## config.mk

```make
export PLATFORM = sky130hd
export DESIGN_NAME = ring_of_writes_offset_lookup
export DESIGN_NICKNAME = d
export VERILOG_FILES = /design/src/hdl/rowol_pkg.sv /design/src/hdl/rowol_ctrl.sv /design/src/hdl/rowol_dpath.sv /design/src/hdl/ring_of_writes_offset_lookup.sv
export SDC_FILE = /design/constraint.sdc
export NUM_CORES = 1
export LEC_CHECK = 0
export BUFFER_PORTS_ARGS = -buffer_cell sky130_fd_sc_hd__buf_4
export CAP_MARGIN = 20
export CORE_UTILIZATION = 55
export CTS_BUF_LIST = sky130_fd_sc_hd__clkbuf_2 sky130_fd_sc_hd__clkbuf_4 sky130_fd_sc_hd__clkbuf_8
export CTS_CLUSTER_DIAMETER = 30
export DETAILED_ROUTE_END_ITERATION = 10
export PLACE_DENSITY = 0.83
export RECOVER_POWER = 50
export SKIP_CTS_REPAIR_TIMING = 1
export SYNTH_ARGS = -nofsm -noshare
export SYNTH_HDL_FRONTEND = slang
export SYNTH_SLANG_ARGS = --single-unit
```

## constraint.sdc

```tcl
create_clock -name clock -period 8.22 [get_ports clock]
set_input_delay 0.411 -clock clock [delete_from_list [all_inputs] [get_ports clock]]
set_output_delay 0.411 -clock clock [all_outputs]
set_load 0.01 [all_outputs]
```

## src/hdl/rowol_pkg.sv

```systemverilog
package rowol_pkg;

   // field widths of the item and of the result
   localparam int HANDLE_W      = 32;
   localparam int SIZE_W        = 20;
   localparam int OFFSET_W      = 24;
   localparam int DEPTH_DEFAULT = 10;

   // operation codes carried on func
   localparam logic FUNC_ADD  = 1'b0;
   localparam logic FUNC_FIND = 1'b1;

   // controller states
   typedef enum logic [1:0] {
      ST_IDLE,
      ST_FETCH,
      ST_WALK,
      ST_DONE
   } state_type;

   // one stored write record
   typedef struct packed {
      logic [HANDLE_W-1:0] handle;
      logic [SIZE_W-1:0]   size;
   } record_type;

   // commands from the controller to the datapath
   typedef struct packed {
      logic do_add;
      logic start_find;
      logic advance;
      logic step;
      logic load_out;
   } cmd_type;

   // status from the datapath to the controller
   typedef struct packed {
      logic count_zero;
      logic hit;
      logic last;
      logic out_free;
   } status_type;

endpackage

```

## src/hdl/rowol_ctrl.sv

```systemverilog
module rowol_ctrl
   import rowol_pkg::*;
(
   input  logic       clock,
   input  logic       reset,
   input  logic       req_valid,
   output logic       req_ready,
   input  logic       req_func,
   input  status_type status,
   output cmd_type    cmd
);

   state_type state_ff;
   state_type state_in;

   // state register
   always_ff @(posedge clock) begin
      if (reset) begin
         state_ff <= ST_IDLE;
      end else begin
         state_ff <= state_in;
      end
   end

   // next state and commands
   always_comb begin
      state_in  = state_ff;
      req_ready = 1'b0;
      cmd       = '0;
      case (state_ff)
         ST_IDLE: begin
            req_ready = 1'b1;
            if (req_valid) begin
               if (req_func == FUNC_ADD) begin
                  cmd.do_add = 1'b1;
                  state_in   = ST_DONE;
               end else begin
                  cmd.start_find = 1'b1;
                  state_in       = status.count_zero ? ST_DONE : ST_FETCH;
               end
            end
         end
         ST_FETCH: begin
            // first read of the walk is in flight
            cmd.advance = 1'b1;
            state_in    = ST_WALK;
         end
         ST_WALK: begin
            cmd.advance = 1'b1;
            cmd.step    = 1'b1;
            if (status.hit || status.last) begin
               state_in = ST_DONE;
            end
         end
         ST_DONE: begin
            if (status.out_free) begin
               cmd.load_out = 1'b1;
               state_in     = ST_IDLE;
            end
         end
         default: begin
            state_in = ST_IDLE;
         end
      endcase
   end

endmodule

```

## src/hdl/rowol_dpath.sv

```systemverilog
module rowol_dpath
   import rowol_pkg::*;
#(
   parameter int DEPTH = DEPTH_DEFAULT
) (
   input  logic                clock,
   input  logic                reset,
   input  logic [HANDLE_W-1:0] req_record_handle,
   input  logic [SIZE_W-1:0]   req_record_size,
   input  logic [OFFSET_W-1:0] req_char_offset,
   input  cmd_type             cmd,
   output status_type          status,
   output logic                rsp_valid,
   input  logic                rsp_ready,
   output logic                rsp_found,
   output logic [HANDLE_W-1:0] rsp_hit_handle,
   output logic [SIZE_W-1:0]   rsp_hit_size,
   output logic [SIZE_W-1:0]   rsp_byte_in_record
);

   localparam int SLOT_W = $clog2(DEPTH);
   localparam int CNT_W  = $clog2(DEPTH + 1);
   localparam int DIFF_W = SLOT_W + 1;
   localparam int TOT_W  = SIZE_W + CNT_W;
   localparam int CMP_W  = (TOT_W > OFFSET_W) ? TOT_W : OFFSET_W;
   localparam logic [SLOT_W-1:0] LAST_SLOT = SLOT_W'(DEPTH - 1);

   // record store
   record_type ring_ff [DEPTH];
   record_type rd_rec_ff;

   logic [SLOT_W-1:0]   wr_slot_ff,  wr_slot_in;
   logic [SLOT_W-1:0]   old_slot_ff, old_slot_in;
   logic                full_ff,     full_in;
   logic [SLOT_W-1:0]   rd_slot_ff,  rd_slot_in;
   logic [CNT_W-1:0]    remain_ff,   remain_in;
   logic [TOT_W-1:0]    total_ff,    total_in;
   logic [OFFSET_W-1:0] offset_ff,   offset_in;
   logic                res_found_ff,  res_found_in;
   logic [HANDLE_W-1:0] res_handle_ff, res_handle_in;
   logic [SIZE_W-1:0]   res_size_ff,   res_size_in;
   logic [SIZE_W-1:0]   res_byte_ff,   res_byte_in;
   logic                rsp_valid_ff,  rsp_valid_in;
   logic                rsp_found_ff,  rsp_found_in;
   logic [HANDLE_W-1:0] rsp_handle_ff, rsp_handle_in;
   logic [SIZE_W-1:0]   rsp_size_ff,   rsp_size_in;
   logic [SIZE_W-1:0]   rsp_byte_ff,   rsp_byte_in;

   logic [SLOT_W-1:0] next_wr;
   logic [SLOT_W-1:0] next_old;
   logic [SLOT_W-1:0] next_rd;
   logic [DIFF_W-1:0] diff;
   logic [CNT_W-1:0]  count;
   logic [TOT_W-1:0]  sum;
   logic [CMP_W-1:0]  byte_wide;
   logic              hit;

   // memory write on add, registered read at the walk slot
   always_ff @(posedge clock) begin
      if (cmd.do_add) begin
         ring_ff[wr_slot_ff] <= '{handle: req_record_handle, size: req_record_size};
      end
      rd_rec_ff <= ring_ff[rd_slot_ff];
   end

   // slot wrap and count of live records
   always_comb begin
      next_wr  = (wr_slot_ff == LAST_SLOT) ? '0 : wr_slot_ff + 1'b1;
      next_old = (old_slot_ff == LAST_SLOT) ? '0 : old_slot_ff + 1'b1;
      next_rd  = (rd_slot_ff == LAST_SLOT) ? '0 : rd_slot_ff + 1'b1;
      diff     = {1'b0, wr_slot_ff} - {1'b0, old_slot_ff};
      if (wr_slot_ff < old_slot_ff) begin
         diff = diff + DIFF_W'(DEPTH);
      end
      count = full_ff ? CNT_W'(DEPTH) : CNT_W'(diff);
   end

   // running end of the record under walk
   always_comb begin
      sum       = total_ff + TOT_W'(rd_rec_ff.size);
      hit       = CMP_W'(sum) > CMP_W'(offset_ff);
      byte_wide = CMP_W'(offset_ff) - CMP_W'(total_ff);
   end

   // next values of all registers
   always_comb begin
      wr_slot_in    = wr_slot_ff;
      old_slot_in   = old_slot_ff;
      full_in       = full_ff;
      rd_slot_in    = rd_slot_ff;
      remain_in     = remain_ff;
      total_in      = total_ff;
      offset_in     = offset_ff;
      res_found_in  = res_found_ff;
      res_handle_in = res_handle_ff;
      res_size_in   = res_size_ff;
      res_byte_in   = res_byte_ff;
      rsp_valid_in  = rsp_valid_ff;
      rsp_found_in  = rsp_found_ff;
      rsp_handle_in = rsp_handle_ff;
      rsp_size_in   = rsp_size_ff;
      rsp_byte_in   = rsp_byte_ff;

      if (cmd.do_add || cmd.start_find) begin
         res_found_in  = 1'b0;
         res_handle_in = '0;
         res_size_in   = '0;
         res_byte_in   = '0;
      end
      // add: advance write slot, oldest slot follows once full
      if (cmd.do_add) begin
         wr_slot_in  = next_wr;
         old_slot_in = full_ff ? next_old : old_slot_ff;
         full_in     = full_ff || (next_wr == old_slot_in);
      end
      // find: walk starts at the oldest record
      if (cmd.start_find) begin
         rd_slot_in = old_slot_ff;
         remain_in  = count;
         total_in   = '0;
         offset_in  = req_char_offset;
      end
      if (cmd.advance) begin
         rd_slot_in = next_rd;
      end
      // one record per cycle
      if (cmd.step) begin
         total_in  = sum;
         remain_in = remain_ff - 1'b1;
         if (hit) begin
            res_found_in  = 1'b1;
            res_handle_in = rd_rec_ff.handle;
            res_size_in   = rd_rec_ff.size;
            res_byte_in   = byte_wide[SIZE_W-1:0];
         end
      end
      // output register
      if (cmd.load_out) begin
         rsp_valid_in  = 1'b1;
         rsp_found_in  = res_found_ff;
         rsp_handle_in = res_handle_ff;
         rsp_size_in   = res_size_ff;
         rsp_byte_in   = res_byte_ff;
      end else if (rsp_ready) begin
         rsp_valid_in = 1'b0;
      end
   end

   // control registers
   always_ff @(posedge clock) begin
      if (reset) begin
         wr_slot_ff   <= '0;
         old_slot_ff  <= '0;
         full_ff      <= 1'b0;
         rsp_valid_ff <= 1'b0;
      end else begin
         wr_slot_ff   <= wr_slot_in;
         old_slot_ff  <= old_slot_in;
         full_ff      <= full_in;
         rsp_valid_ff <= rsp_valid_in;
      end
   end

   // payload registers
   always_ff @(posedge clock) begin
      rd_slot_ff    <= rd_slot_in;
      remain_ff     <= remain_in;
      total_ff      <= total_in;
      offset_ff     <= offset_in;
      res_found_ff  <= res_found_in;
      res_handle_ff <= res_handle_in;
      res_size_ff   <= res_size_in;
      res_byte_ff   <= res_byte_in;
      rsp_found_ff  <= rsp_found_in;
      rsp_handle_ff <= rsp_handle_in;
      rsp_size_ff   <= rsp_size_in;
      rsp_byte_ff   <= rsp_byte_in;
   end

   // status to the controller
   always_comb begin
      status.count_zero = (count == '0);
      status.hit        = hit;
      status.last       = (remain_ff == CNT_W'(1));
      status.out_free   = !rsp_valid_ff || rsp_ready;
   end

   assign rsp_valid          = rsp_valid_ff;
   assign rsp_found          = rsp_found_ff;
   assign rsp_hit_handle     = rsp_handle_ff;
   assign rsp_hit_size       = rsp_size_ff;
   assign rsp_byte_in_record = rsp_byte_ff;

   // a full ring keeps both slots together
   assert property (@(posedge clock) disable iff (reset)
      full_ff |-> (wr_slot_ff == old_slot_ff))
      else $error("full ring with split slots");

   // the oldest slot moves only once the ring is full
   assert property (@(posedge clock) disable iff (reset)
      !full_ff |-> (old_slot_ff == '0))
      else $error("oldest slot moved before ring filled");

   // slots stay inside the ring
   assert property (@(posedge clock) disable iff (reset)
      (wr_slot_ff <= LAST_SLOT) && (old_slot_ff <= LAST_SLOT))
      else $error("slot out of range");

   // no result overwritten before it is taken
   assert property (@(posedge clock) disable iff (reset)
      cmd.load_out |-> (!rsp_valid_ff || rsp_ready))
      else $error("output register overwritten");

   // a hit lies inside its record
   assert property (@(posedge clock) disable iff (reset)
      (rsp_valid_ff && rsp_found_ff) |-> (rsp_byte_ff < rsp_size_ff))
      else $error("byte offset outside hit record");

endmodule

```

## src/hdl/ring_of_writes_offset_lookup.sv

```systemverilog
// add item: record written on acceptance, empty result loaded via the done state, then back to idle
// find item: fetch, then a walk of k records (1 to DEPTH), then done; an empty ring goes straight to done
// the walk reads one record a cycle from the single read port of the record store
// a finished result waits in an output register while the next item is accepted
// synchronous active-high reset empties the ring and drops any pending result
module ring_of_writes_offset_lookup
   import rowol_pkg::*;
#(
   parameter int DEPTH = DEPTH_DEFAULT
) (
   input  logic                clock,
   input  logic                reset,
   input  logic                req_valid,
   output logic                req_ready,
   input  logic                req_func,
   input  logic [HANDLE_W-1:0] req_record_handle,
   input  logic [SIZE_W-1:0]   req_record_size,
   input  logic [OFFSET_W-1:0] req_char_offset,
   output logic                rsp_valid,
   input  logic                rsp_ready,
   output logic                rsp_found,
   output logic [HANDLE_W-1:0] rsp_hit_handle,
   output logic [SIZE_W-1:0]   rsp_hit_size,
   output logic [SIZE_W-1:0]   rsp_byte_in_record
);

   cmd_type    cmd;
   status_type status;

   // sequencer
   rowol_ctrl u_ctrl (
      .clock     (clock),
      .reset     (reset),
      .req_valid (req_valid),
      .req_ready (req_ready),
      .req_func  (req_func),
      .status    (status),
      .cmd       (cmd)
   );

   // record store, walk and output register
   rowol_dpath #(
      .DEPTH (DEPTH)
   ) u_dpath (
      .clock              (clock),
      .reset              (reset),
      .req_record_handle  (req_record_handle),
      .req_record_size    (req_record_size),
      .req_char_offset    (req_char_offset),
      .cmd                (cmd),
      .status             (status),
      .rsp_valid          (rsp_valid),
      .rsp_ready          (rsp_ready),
      .rsp_found          (rsp_found),
      .rsp_hit_handle     (rsp_hit_handle),
      .rsp_hit_size       (rsp_hit_size),
      .rsp_byte_in_record (rsp_byte_in_record)
   );

endmodule

```

# After elaboration in Yosys (flattened, before gate mapping)
# Memories as Yosys holds them, arrays and structs flattened. A register that Yosys moved wholly into a read port is not among the register bits.
# Cells that the tools add are included.
# word_totals
mem_count	1
input_bits	81
regBits	214
mem_bits_rw	520
word_cells	94
# classes
mux	43
n_eq_ne	11
n_addsub	8
n_lt_le_gt_ge	2
n_reduce_logical	12
# memory_table
memory	words	width	rd	rd_ports_with_merged_regs	wr	line_no	text
u_dpath.ring_ff	10	52	1	1	1	rowol_dpath.sv:29	record_type ring_ff [DEPTH];
# op_table
operator	n
two-way mux 20 bit	6
two-way mux 32 bit	3
two-way mux 24 bit	2
two-way mux 4 bit	10
adder 24 x 20 -> 24 bit	1
> comparator 24 bit	1
subtractor 20 bit	1
two-way mux 1 bit	14
two-way mux 2 bit	7
adder 4 x 1 -> 4 bit (second input constant)	3
equality test 4 bit (second input constant)	3
one-hot mux 2 bit (4 select lines)	1
nonzero test 2 bit	3
adder 4 bit (second input constant)	1
equality test 2 bit (second input constant)	2
equality test 4 x 1 -> 1 bit (second input constant)	1
equality test 4 bit	1
logical NOT 4 bit	1
logical OR 1 bit	4
less-than comparator 4 bit	1
inequality test 2 bit (second input constant)	2
subtractor 4 x 1 -> 4 bit (second input constant)	1
subtractor 4 bit	1
AND reduction 3 bit	1
5 further kinds	5

# Longest topological paths before layout
# Gate-level depths: netlist of run 1.
# logic_depth
depth_word	9
ltp_mapped	19
ltp_nobuf	17

# Modules after synthesis
# Synthesis of run 1 repeated with hierarchy kept, for this count alone.
# hier_totals
hier_cells	1988
hier_area_um2	31830.5
# by_module_without_submodules
mod	area_each_um2	cells_each	seq_area_each_um2	n_inst
rowol_dpath	31604.1	1965	22191.3	1
rowol_ctrl	226.5	23	40.0	1

# Worst setup path before layout of run 1
# No wires, ideal clock.
# synth_timing
kind	reg2reg
startpoint	register u_ctrl.state_ff[0]
endpoint	memory u_dpath.ring_ff[0][0] (netlist bit), enable pin
synth_period_minus_slack_ps	5354
setup_slack_ps	2866
t_required_ps	7694
path_buffers	0
path_stages_with_launch	7
arrival_time_ps	4828
setup_time_ps	526
cell_sequence	dfxtp_1 inv_1 ha_1 nand2_1 nor2_1 nand2_1 nor3_1
# synth_between
elab_chain_cells	4
# synth_rtl
item	line_no	text
start: declaration	rowol_ctrl.sv:13	state_type state_ff;
start signal: assignment	rowol_ctrl.sv:21	state_ff <= state_in;
logical NOT 2 bit	rowol_ctrl.sv:30	case (state_ff)
two-way mux 2 bit	rowol_ctrl.sv:30	
two-way mux 1 bit	rowol_dpath.sv:60	if (cmd.do_add) begin
two-way mux 1 bit (not written as such)	rowol_dpath.sv:61	ring_ff[wr_slot_ff] <= '{handle: req_record_handle, size: req_record_size};
end: declaration	rowol_dpath.sv:29	
# Every way passes these cells.

# Final worst setup path of run 1
# layout_timing
startpoint	register u_dpath.total_ff[0]
endpoint	register u_dpath.res_byte_ff[9]
# layout_between
elab_chain_cells	4
# layout_rtl
item	line_no	text
start: declaration	rowol_dpath.sv:37	logic [TOT_W-1:0] total_ff, total_in;
start signal: assignment	rowol_dpath.sv:168	total_ff <= total_in;
adder 24 x 20 -> 24 bit	rowol_dpath.sv:80	sum = total_ff + TOT_W'(rd_rec_ff.size);
via u_dpath.sum[22]	rowol_dpath.sv:54	logic [TOT_W-1:0] sum;
> comparator 24 bit	rowol_dpath.sv:81	hit = CMP_W'(sum) > CMP_W'(offset_ff);
two-way mux 20 bit	rowol_dpath.sv:130	if (hit) begin
two-way mux 20 bit	rowol_dpath.sv:127	if (cmd.step) begin
via u_dpath.res_byte_in[9]	rowol_dpath.sv:42	logic [SIZE_W-1:0] res_byte_ff, res_byte_in;
end signal: assignment	rowol_dpath.sv:173	res_byte_ff <= res_byte_in;
end: declaration	rowol_dpath.sv:42	
# The timed path passes the listed nets, and every way through them passes these cells.
# A chain may end at the register's enable or synchronous reset.

==> flow_summary.json, run 1 <==
{
  "gr-usage-met3_pct": 5.81,
  "synth_top_family_by_area": "multiplexers",
  "fillers": 3615,
  "rr_endpoint": "u_dpath.res_byte_ff[9]$_DFF_P_",
  "route.detailed.wl_per_inst_um": 23.6,
  "core_area_um2": 55400,
  "drt_iter0_drc": 1782,
  "cp_slowest_stage_delay_ns": 0.70,
  "grt_pass1_vias": 18400,
  "register_area_um2": 22200,
  "drv_slew": 123,
  "cp-end-kind": "flip-flop",
  "reg2reg_slack_ns": 2.55,
  "synthDistinctLibCells": 49,
  "outcome": "finished with violations",
  "gr-usage-met2_pct": 41.5,
  "rsz0062_at_grt": "false",
  "violations": "hold timing, capacitance limit, slew limit",
  "worstHoldPathCells": 4,
  "power_density_nw_per_um2": 373,
  "slowest_stage": "buf_4",
  "period_minus_slack_ns": 5.67,
  "syn_nets": 2095,
  "worstHoldEndpoint": "u_dpath.rsp_valid$_SDFFE_PP0P_",
  "clock_skew_ns": 0.0425,
  "timing.fmax_mhz": 176,
  "busiest_layer": "met2",
  "start_kind": "flip-flop",
  "hold_viol": 1,
  "dieHeight_um": 240,
  "rows": 86,
  "ir_drop_uv": 360,
  "tns_ns": 0,
  "htreeDepth": 4,
  "muxShareOfSynthArea_pct": 9.32,
  "via_per_inst": 5.90,
  "report.power.total_mw": 13.7,
  "hold_path_startpoint": "rsp_ready",
  "syn_avg_cell_area_um2": 16.0,
  "synthArstFlopShare_pct": 0,
  "grt_max_degree": 117,
  "max_slew_margin_pct": -135,
  "clock-sinks": 786,
  "synth-seq-cells": 786,
  "yosys.area_share.xor_xnor_pct": 1.44,
  "num_io_pins": 156,
  "die_w_um": 240,
  "cts-root-buf": "clkbuf_8",
  "synth_edf_count": 649,
  "clkTransAtPathRegs_ns": 0.06,
  "cts_buffers": 142,
  "area_growth_syn_to_layout_pct": 18.2,
  "port_buffers": 155,
  "grt_pass1_wl_um": 105000,
  "rr_worst_depth": 19,
  "seq_area_frac_synth_pct": 71.7,
  "dr.pass1.iters": 6,
  "synth_ff_type": "edfxtp_1",
  "multi_input_area_um2": 8100,
  "synth_compound_area_share_pct": 6.72,
  "cp.required_ns": 8.93,
  "timing.rr.start": "u_dpath.total_ff[0]$_SDFFCE_PN0P_",
  "synthCells": 1938,
  "hp-class": "in2reg",
  "ant_nets": 0,
  "crit_family": "compound AO/OA/AOI/OAI gates",
  "grt_remaining_overflow": 0,
  "clk_latency_ns": 0.80,
  "criticalPathCategory": "reg2reg",
  "finalWeightedCongestion": 0.929,
  "cts_tree": "built",
  "grt_util_met1_pct": 31.1,
  "dp_hpwl_um": 37500,
  "crit_arrival_ns": 6.38,
  "synth-simple-area-share_pct": 5.20,
  "critPathMaxFanout": 105,
  "vias": 18400,
  "tightest_slew_ns": 3.52,
  "drc": 0,
  "grtUsageTotal_pct": 24.8,
  "crit_path_cell_trace": "ha_1 > fa_1 > a211oi_1 > o211ai_1 > a41oi_1 > a22oi_1 > a221oi_2 > or3_1 > nand2_1 > ha_1 > nand4_1 > nor3_1 > a21oi_1 > o21ai_0 > o211ai_4 > buf_16 > buf_4 > nand3_1 > o21ai_0",
  "yosys_warnings": 0,
  "syn-cell-area_um2": 31000,
  "die-area_um2": 57400,
  "routed_wl_um": 73700,
  "p_leak_nw": 12.9,
  "clk_path_buf_depth": 3,
  "cap_violations": 5,
  "drive_gt1_share_pct": 17.9,
  "hold_ws_ns": -0.0180,
  "antenna_found_initial": 3,
  "synth_fa_ha_area_share_pct": 3.14,
  "initial_utilization_pct": 56.0,
  "fin_crit_sh_pct": 68.9,
  "setup_violations": 0,
  "path_buf_inv": 2,
  "nNetsFinal": 2408
}
## registers in the layout, summed over array words and instances (netlist names), 2 cells and up
register and flops:
u_dpath.old_slot_ff 4, u_ctrl.state_ff 2, u_dpath.rsp_byte_in_record 20, u_dpath.rd_slot_ff 4, u_dpath.res_byte_ff 20, u_dpath.offset_ff 24, u_dpath.wr_slot_ff 4, u_dpath.rsp_hit_handle 32
u_dpath.ring_ff 520, u_dpath.total_ff 24, u_dpath.res_handle_ff 32, u_dpath.rsp_hit_size 20, u_dpath.rd_rec_ff 52, u_dpath.remain_ff 4, u_dpath.res_size_ff 20
## cell usage after synthesis, types with 2 or more instances
cell | count | share of area, %
edfxtp_1 | 649 | 63
dfxtp_1 | 137 | 8.8
inv_1 | 117 | 1.4
a21oi_1 | 113 | 1.8
o21ai_0 | 106 | 1.7
mux4_2 | 104 | 7.5
nand3_1 | 80 | 1.3
and2_1 | 76 | 1.5
ha_1 | 73 | 2.9
clkbuf_1 | 61 | 0.74
a211oi_1 | 57 | 1.4
mux2i_1 | 55 | 1.8
nand2_1 | 52 | 0.63
nor2_1 | 48 | 0.58
xnor2_1 | 29 | 0.82
xor2_1 | 22 | 0.62
nor3_1 | 19 | 0.31
buf_2 | 18 | 0.29
a21o_1 | 11 | 0.27
o21a_1 | 10 | 0.24
o31ai_1 | 10 | 0.24
a31oi_1 | 9 | 0.18
nand4_1 | 9 | 0.18
nor2b_1 | 9 | 0.18
buf_1 | 7 | 0.085
nand2b_1 | 7 | 0.14
or3_1 | 7 | 0.14
a21boi_0 | 6 | 0.15
o21bai_1 | 5 | 0.12
a41oi_1 | 4 | 0.11
fa_1 | 3 | 0.19
o211ai_1 | 3 | 0.073
o31a_1 | 3 | 0.085
a22oi_1 | 2 | 0.048
and4_1 | 2 | 0.056
or2_2 | 2 | 0.040
## worst max-delay path by stage
stage                                      start                                end  slack, ns  depth (start not counted)
2_1_floorplan    u_ctrl.state_ff[0]$_SDFFE_PP0P_    u_dpath.ring_ff[0][0]$_DFFE_PP_       2.87                          6
3_3_place_gp   u_dpath.total_ff[0]$_SDFFCE_PN0P_    u_dpath.res_byte_ff[12]$_DFF_P_       2.53                         17
5_1_grt        u_dpath.total_ff[0]$_SDFFCE_PN0P_     u_dpath.res_byte_ff[7]$_DFF_P_       2.07                         19
6_report       u_dpath.total_ff[0]$_SDFFCE_PN0P_     u_dpath.res_byte_ff[9]$_DFF_P_       2.55                         19
4_1_cts        u_dpath.total_ff[0]$_SDFFCE_PN0P_  u_dpath.res_handle_ff[15]$_DFF_P_       2.30                         18
3_5_place_dp   u_dpath.total_ff[0]$_SDFFCE_PN0P_    u_dpath.res_size_ff[13]$_DFF_P_       2.38                         18
## metal layers
| metal | share of wire (%) | vias to the layer above |
|---|---|---|
| li1 | - | 8076 |
| met1 | 39 | 9156 |
| met2 | 50 | 986 |
| met3 | 7.7 | 187 |
| met4 | 3.2 | 4 |
| met5 | 0.031 | - |
## worst register-to-register path: cells and delay by family, from the launching register on
kind,cells,cell delay [ns]
DFF,1,0.40
adders and majority gates,3,0.98
and+or+nand+nor,5,0.83
buffers and inverters,2,0.96
AOI/OAI and AO/OA,9,2.45
## placed cells by master, fill, tap and decap left out, types with 55 or more instances in the layout
cell	n
ha_1	73
a211oi_1	57
inv_1	116
mux4_2	104
clkbuf_1	129
a21oi_1	113
clkbuf_4	57
nand3_1	80
o21ai_0	106
mux2i_1	55
dfxtp_1	137
and2_1	72
edfxtp_1	649
clkbuf_8	164
dlygate4sd3_1	77
## cell families (layout without fill, tap and decap cells)
group,after synthesis,count (layout)
other,0,4
DFF,786,786
buffers and inverters,203,634
adders and majority gates,76,76
and+or+nand+nor,316,316
xor gates and xnor gates,51,51
AOI/OAI and AO/OA,347,347
muxes,159,159
## power by group
part / internal (mW) / switching, mW
logic: 1.77 / 2.57
registers: 4.88 / 0.259
clock network: 2.46 / 1.73
total: 9.11 / 4.56
## per-stage QoR
stage	cells	hold WS [ns]	util, %	setup slack, ns	instance area [um2]
after global placement	2777	0.417	59.6	2.53	33100
after floorplan	1938	0.408	-	2.87	31000
after detailed placement	2777	0.417	59.6	2.38	33100
after CTS	3039	-0.269	65.6	2.30	36300
after global routing	3117	-0.0127	66.1	2.07	36700
final	3121	-0.0180	66.2	2.55	36700
## final cells by class
cell class                 count  share of cell area (%)
antenna                        4                  0.0273
clock buffer                 197                    6.83
clock inverter                65                    2.16
inverter                     117                    1.20
multi-input combinational    949                    22.1
sequential                   786                    60.6
tap                          748                    2.55
timing repair buffer         255                    4.51
Note: power is estimated with default switching activity, not from simulation.
==> run 2: changes to the inputs <==
==> constraint.sdc (replaced) <==
create_clock -name clock -period 5.43 [get_ports clock]
set_input_delay 0.2715 -clock clock [delete_from_list [all_inputs] [get_ports clock]]
set_output_delay 0.2715 -clock clock [all_outputs]
set_load 0.01 [all_outputs]
==> flow_summary.json, run 2 (same netlist as run 1, synthesis figures left out) <==
{
  "ir_drop_uv": 521,
  "finalWeightedCongestion": 0.941,
  "max_slew_margin_pct": -129,
  "regMostFlops": "u_dpath.ring_ff",
  "pre_cts_slack_ns": 0.687,
  "grt_remaining_overflow": 0,
  "drt_iter0_drc": 1675,
  "tns_ns": 0,
  "hold_viol": 0,
  "cp-end-kind": "flip-flop",
  "antenna_found_initial": 7,
  "die-area_um2": 57400,
  "timing.fmax_mhz": 205,
  "initial_utilization_pct": 56.0,
  "clk_latency_ns": 0.80,
  "reg2reg_slack_ns": 0.55,
  "via_per_inst": 5.82,
  "largestRegisters": "u_dpath.ring_ff: 520 flops, u_dpath.rd_rec_ff: 52 flops",
  "route.detailed.wl_per_inst_um": 22.5,
  "dr.pass1.iters": 5,
  "cts_buffers": 139,
  "die_w_um": 240,
  "post_dp_cell_area_um2": 33100,
  "crit_path_cell_trace": "ha_1 > fa_1 > a211oi_1 > o211ai_1 > a41oi_1 > a22oi_1 > a221oi_2 > or3_1 > nand2_1 > ha_1 > nand4_1 > nor4_1 > o31a_1 > o211ai_4 > buf_12 > nand3_1 > o21ai_0",
  "largest_reg_flops": 520,
  "grt_max_degree": 119,
  "core_area_um2": 55400,
  "crit_arrival_ns": 5.53,
  "htreeDepth": 4,
  "clkTransAtPathRegs_ns": 0.06,
  "rows": 86,
  "violations": "capacitance limit, slew limit",
  "ant_nets": 0,
  "critPathMaxFanout": 58,
  "hp-class": "in2reg",
  "routed_wl_um": 70200,
  "layout_common_cells": "649 x edfxtp_1, 154 x clkbuf_8, 137 x dfxtp_1",
  "cts_tree": "built",
  "rsz0062_at_grt": "false",
  "dp_hpwl_um": 37600,
  "nNetsFinal": 2406,
  "criticalPathCategory": "reg2reg",
  "crit_path_frequent_cell": "ha_1",
  "area_growth_syn_to_layout_pct": 17.4,
  "start_kind": "flip-flop",
  "clk_path_buf_depth": 3,
  "port_buffers": 155,
  "finalCoreUtilization_pct": 65.8,
  "drive_gt1_share_pct": 17.5,
  "report.power.total_mw": 20.1,
  "drc": 0,
  "cp_slowest_stage_delay_ns": 0.44,
  "slowest_stage": "nor4_1",
  "fin_crit_sh_pct": 89.9,
  "tightest_slew_ns": 3.43,
  "num_io_pins": 156,
  "setup_violations": 0,
  "p_leak_nw": 12.8,
  "period_minus_slack_ns": 4.88,
  "power_density_nw_per_um2": 551,
  "grt_pass1_vias": 18400,
  "cp.required_ns": 6.08,
  "grtUsageTotal_pct": 24.2,
  "setup_ws_ns": 0.550,
  "dieHeight_um": 240,
  "vias": 18200,
  "cts-root-buf": "clkbuf_8",
  "final_common_cell": "edfxtp_1",
  "grt_pass1_wl_um": 104000,
  "cap_violations": 4,
  "design_area_um2": 36400,
  "drv_slew": 123,
  "outcome": "finished with violations",
  "clock_skew_ns": 0.0517,
  "clock-sinks": 786
}
-- run 2: cell types whose count changed in the layout (fill, tap and decap cells not counted), sizes merged --
| cell | before | now |
|---|---|---|
| clkinvlp | 11 | 14 |
| clkbuf | 350 | 346 |
| dlygate4sd3 | 77 | 79 |
| clkinv | 28 | 38 |
| buf | 25 | 23 |
| inv | 129 | 124 |
| diode | 4 | 5 |
| bufinv | 14 | 7 |
-- run 2: where the power goes --
group          switching, mW  internal [mW]
Combinational           3.84           2.68
Sequential             0.391           7.39
Clock                   2.51           3.27
Total                   6.74           13.3
-- run 2: final timing paths --
path / startpoint / end / cells past startpoint
max: u_dpath.total_ff[0]$_SDFFCE_PN0P_ / u_dpath.res_handle_ff[17]$_DFF_P_ / 17
min: req_valid / u_ctrl.state_ff[1]$_SDFFE_PP0P_ / 6
max reg2reg: u_dpath.total_ff[0]$_SDFFCE_PN0P_ / u_dpath.res_handle_ff[17]$_DFF_P_ / 17
min reg2reg: u_dpath.res_byte_ff[10]$_DFF_P_ / u_dpath.rsp_byte_in_record[10]$_DFFE_PP_ / 0
-- run 2: final cells by class --
cell class                 count  area, um2
timing repair buffer         256       1690
sequential                   786      22200
clock buffer                 192       2400
tap                          748        936
clock inverter                66        627
inverter                     117        439
antenna                        5       12.5
fill                        3705      19000
multi-input combinational    949       8100
-- run 2: worst max-delay path: cells and delay by family (launching register included) --
kind                     cells  cell delay [ns]
flip-flops                   1             0.39
AO/OA/AOI/OAI                8             2.04
adder cells (fa/ha/maj)      3             0.96
AND/OR/NAND/NOR              5             0.94
buffers and inverters        1             0.35
-- run 2: layer usage --
metal | share of wire (%) | wire (um) | global-route usage (%)
met4 | 2.9 | 2040 | 10.8
met3 | 7.7 | 5430 | 6.06
met2 | 50 | 35100 | 40.1
met1 | 39 | 27500 | 30.2
met5 | 0.037 | 26 | 0
-- run 2: metrics by stage --
stage / instances / hold WS [ns]
finish: 3119 / 0.181
global route: 3116 / 0.197
CTS: 3035 / -0.392
detailed placement: 2777 / 0.414
global placement: 2777 / 0.415
floorplan: 1938 / 0.370
==> run 3: changes to the inputs <==
--- a/config.mk
+++ b/config.mk
@@ -7,12 +7,14 @@
 export LEC_CHECK = 0
 export BUFFER_PORTS_ARGS = -buffer_cell sky130_fd_sc_hd__buf_4
 export CAP_MARGIN = 20
+export CORE_MARGIN = 3
 export CORE_UTILIZATION = 55
 export CTS_BUF_LIST = sky130_fd_sc_hd__clkbuf_2 sky130_fd_sc_hd__clkbuf_4 sky130_fd_sc_hd__clkbuf_8
 export CTS_CLUSTER_DIAMETER = 30
 export DETAILED_ROUTE_END_ITERATION = 10
 export PLACE_DENSITY = 0.83
 export RECOVER_POWER = 50
+export REMOVE_ABC_BUFFERS = 1
 export SKIP_CTS_REPAIR_TIMING = 1
 export SYNTH_ARGS = -nofsm -noshare
 export SYNTH_HDL_FRONTEND = slang
==> flow_summary.json, run 3 (same netlist as run 1, synthesis figures left out) <==
{
  "clkTransAtPathRegs_ns": 0.06,
  "clock_skew_ns": 0.0471,
  "htreeDepth": 4,
  "grtUsageTotal_pct": 22.9,
  "outcome": "finished with violations",
  "crit_family": "compound AO/OA/AOI/OAI gates",
  "final_common_cell": "edfxtp_1",
  "core_area_um2": 55400,
  "cts_tree": "built",
  "power_density_nw_per_um2": 550,
  "cts-root-buf": "clkbuf_8",
  "ir_drop_uv": 546,
  "ant_nets": 0,
  "via_per_inst": 5.76,
  "report.power.total_mw": 20.1,
  "cts_buffers": 139,
  "hold_path_startpoint": "req_valid",
  "violations": "capacitance limit, slew limit",
  "area_growth_syn_to_layout_pct": 17.8,
  "drive_gt1_share_pct": 17.6,
  "antenna_found_initial": 7,
  "timing.rr.start": "u_dpath.total_ff[0]$_SDFFCE_PN0P_",
  "slowest_stage": "nor4_1",
  "rows": 86,
  "hold_ws_ns": 0.0767,
  "grt_pass1_wl_um": 103000,
  "cp.required_ns": 6.06,
  "p_leak_nw": 12.9,
  "criticalPathCategory": "reg2reg",
  "drv_slew": 146,
  "rsz0062_at_grt": "false",
  "period_minus_slack_ns": 5.10,
  "pre_cts_slack_ns": 0.471,
  "dr.pass1.iters": 6,
  "setup_ws_ns": 0.325,
  "hold_viol": 0,
  "drt_iter0_drc": 1580,
  "dieHeight_um": 244,
  "routed_wl_um": 68100,
  "die-area_um2": 59300,
  "setup_violations": 0,
  "vias": 18000,
  "cp_slowest_stage_delay_ns": 0.61,
  "timing.fmax_mhz": 196,
  "die_w_um": 244,
  "grt_max_degree": 110,
  "finalNonFillerCells": 3128,
  "hp-class": "in2reg",
  "cp-end-kind": "flip-flop",
  "largestRegisters": "u_dpath.ring_ff: 520 flops, u_dpath.rd_rec_ff: 52 flops",
  "finalWeightedCongestion": 0.899,
  "layout_common_cells": "649 x edfxtp_1, 153 x clkbuf_8, 137 x dfxtp_1",
  "initial_utilization_pct": 56.0,
  "start_kind": "flip-flop",
  "num_io_pins": 156,
  "clk_latency_ns": 0.79,
  "placed_cells": 2787,
  "crit_arrival_ns": 5.73,
  "crit_path_frequent_cell": "ha_1",
  "fin_crit_sh_pct": 94.0,
  "dp_hpwl_um": 38400,
  "tightest_slew_ns": 3.42,
  "drc": 0,
  "grt_remaining_overflow": 0,
  "clock-sinks": 786,
  "max_slew_margin_pct": -128,
  "grt_pass1_vias": 18300,
  "clk_path_buf_depth": 3,
  "crit_path_cell_trace": "ha_1 > fa_1 > a211oi_1 > o211ai_1 > a41oi_1 > a22oi_1 > a221oi_2 > or3_1 > nand2_1 > ha_1 > nand4_1 > nor4_1 > o31a_1 > o211ai_4 > buf_12 > nand3_1 > o21ai_0",
  "largest_reg_flops": 520,
  "cap_violations": 3,
  "port_buffers": 155,
  "nNetsFinal": 2416,
  "path_buf_inv": 1,
  "finalCoreUtilization_pct": 66.0,
  "regMostFlops": "u_dpath.ring_ff",
  "critPathLaunch": "u_dpath.total_ff[0]$_SDFFCE_PN0P_",
  "critPathMaxFanout": 109,
  "route.detailed.wl_per_inst_um": 21.8
}
==> run 3: cell count changes in the layout (fill, tap and decap cells not counted), moves of 3 or more <==
| cell | delta |
|---|---|
| buf_4 | +11 |
| bufinv_16 | +4 |
| clkbuf_1 | +3 |
| clkbuf_4 | -5 |
| clkinv_4 | +3 |
| clkinvlp_4 | -8 |
==> run 3: metal layers <==
| layer | up-vias | global-route usage (%) | wire [um] |
|---|---|---|---|
| met2 | 820 | 38.4 | 34700 |
| met3 | 167 | 6.05 | 5170 |
| met1 | 8920 | 28.3 | 26300 |
| li1 | 8117 | - | - |
| met4 | 2 | 10.1 | 1960 |
| met5 | - | 0 | 13 |
==> run 3: layout make-up <==
cell class | instances | area [um2]
Fill cell | 3726 | 18900
Clock buffer | 191 | 2390
Inverter | 117 | 439
Antenna cell | 6 | 15.0
Sequential cell | 786 | 22200
Clock inverter | 65 | 684
Timing Repair Buffer | 266 | 1760
Tap cell | 748 | 936
Multi-Input combinational cell | 949 | 8100
==> run 3: worst paths after layout <==
kind | cells after the start | endpoint | slack [ns]
worst min register to register | 0 | u_dpath.rsp_byte_in_record[5]$_DFFE_PP_ | 0.41
worst max register to register | 17 | u_dpath.res_handle_ff[6]$_DFF_P_ | 0.33
worst max-delay path | 17 | u_dpath.res_handle_ff[6]$_DFF_P_ | 0.33
worst min-delay path | 5 | u_dpath.wr_slot_ff[0]$_SDFFE_PP0P_ | 0.08
==> run 3: where the power goes <==
group	leakage, nW	total (mW)	internal [mW]	switching (mW)
combinational	4.25	6.46	2.72	3.74
clock	1.61	5.87	3.43	2.44
sequential	7.04	7.77	7.38	0.391
total	12.9	20.1	13.5	6.57
==> run 3: stage by stage <==
stage	TNS, ns	cell area, um2
3_3_place_gp	0	33100
6_report	0	36600
5_1_grt	0	36500
4_1_cts	0	36300
2_1_floorplan	-318.56	30700
3_5_place_dp	0	33200
==> run 3: worst register-to-register path, cell delays in order, from the launching register on <==
cell and delay [ns]:
edfxtp_1 0.39, ha_1 0.25, fa_1 0.44, a211oi_1 0.31
o211ai_1 0.20, a41oi_1 0.34, a22oi_1 0.22, a221oi_2 0.39
or3_1 0.17, nand2_1 0.06, ha_1 0.30, nand4_1 0.13
nor4_1 0.61, o31a_1 0.31, o211ai_4 0.12, buf_12 0.27
nand3_1 0.37, o21ai_0 0.11
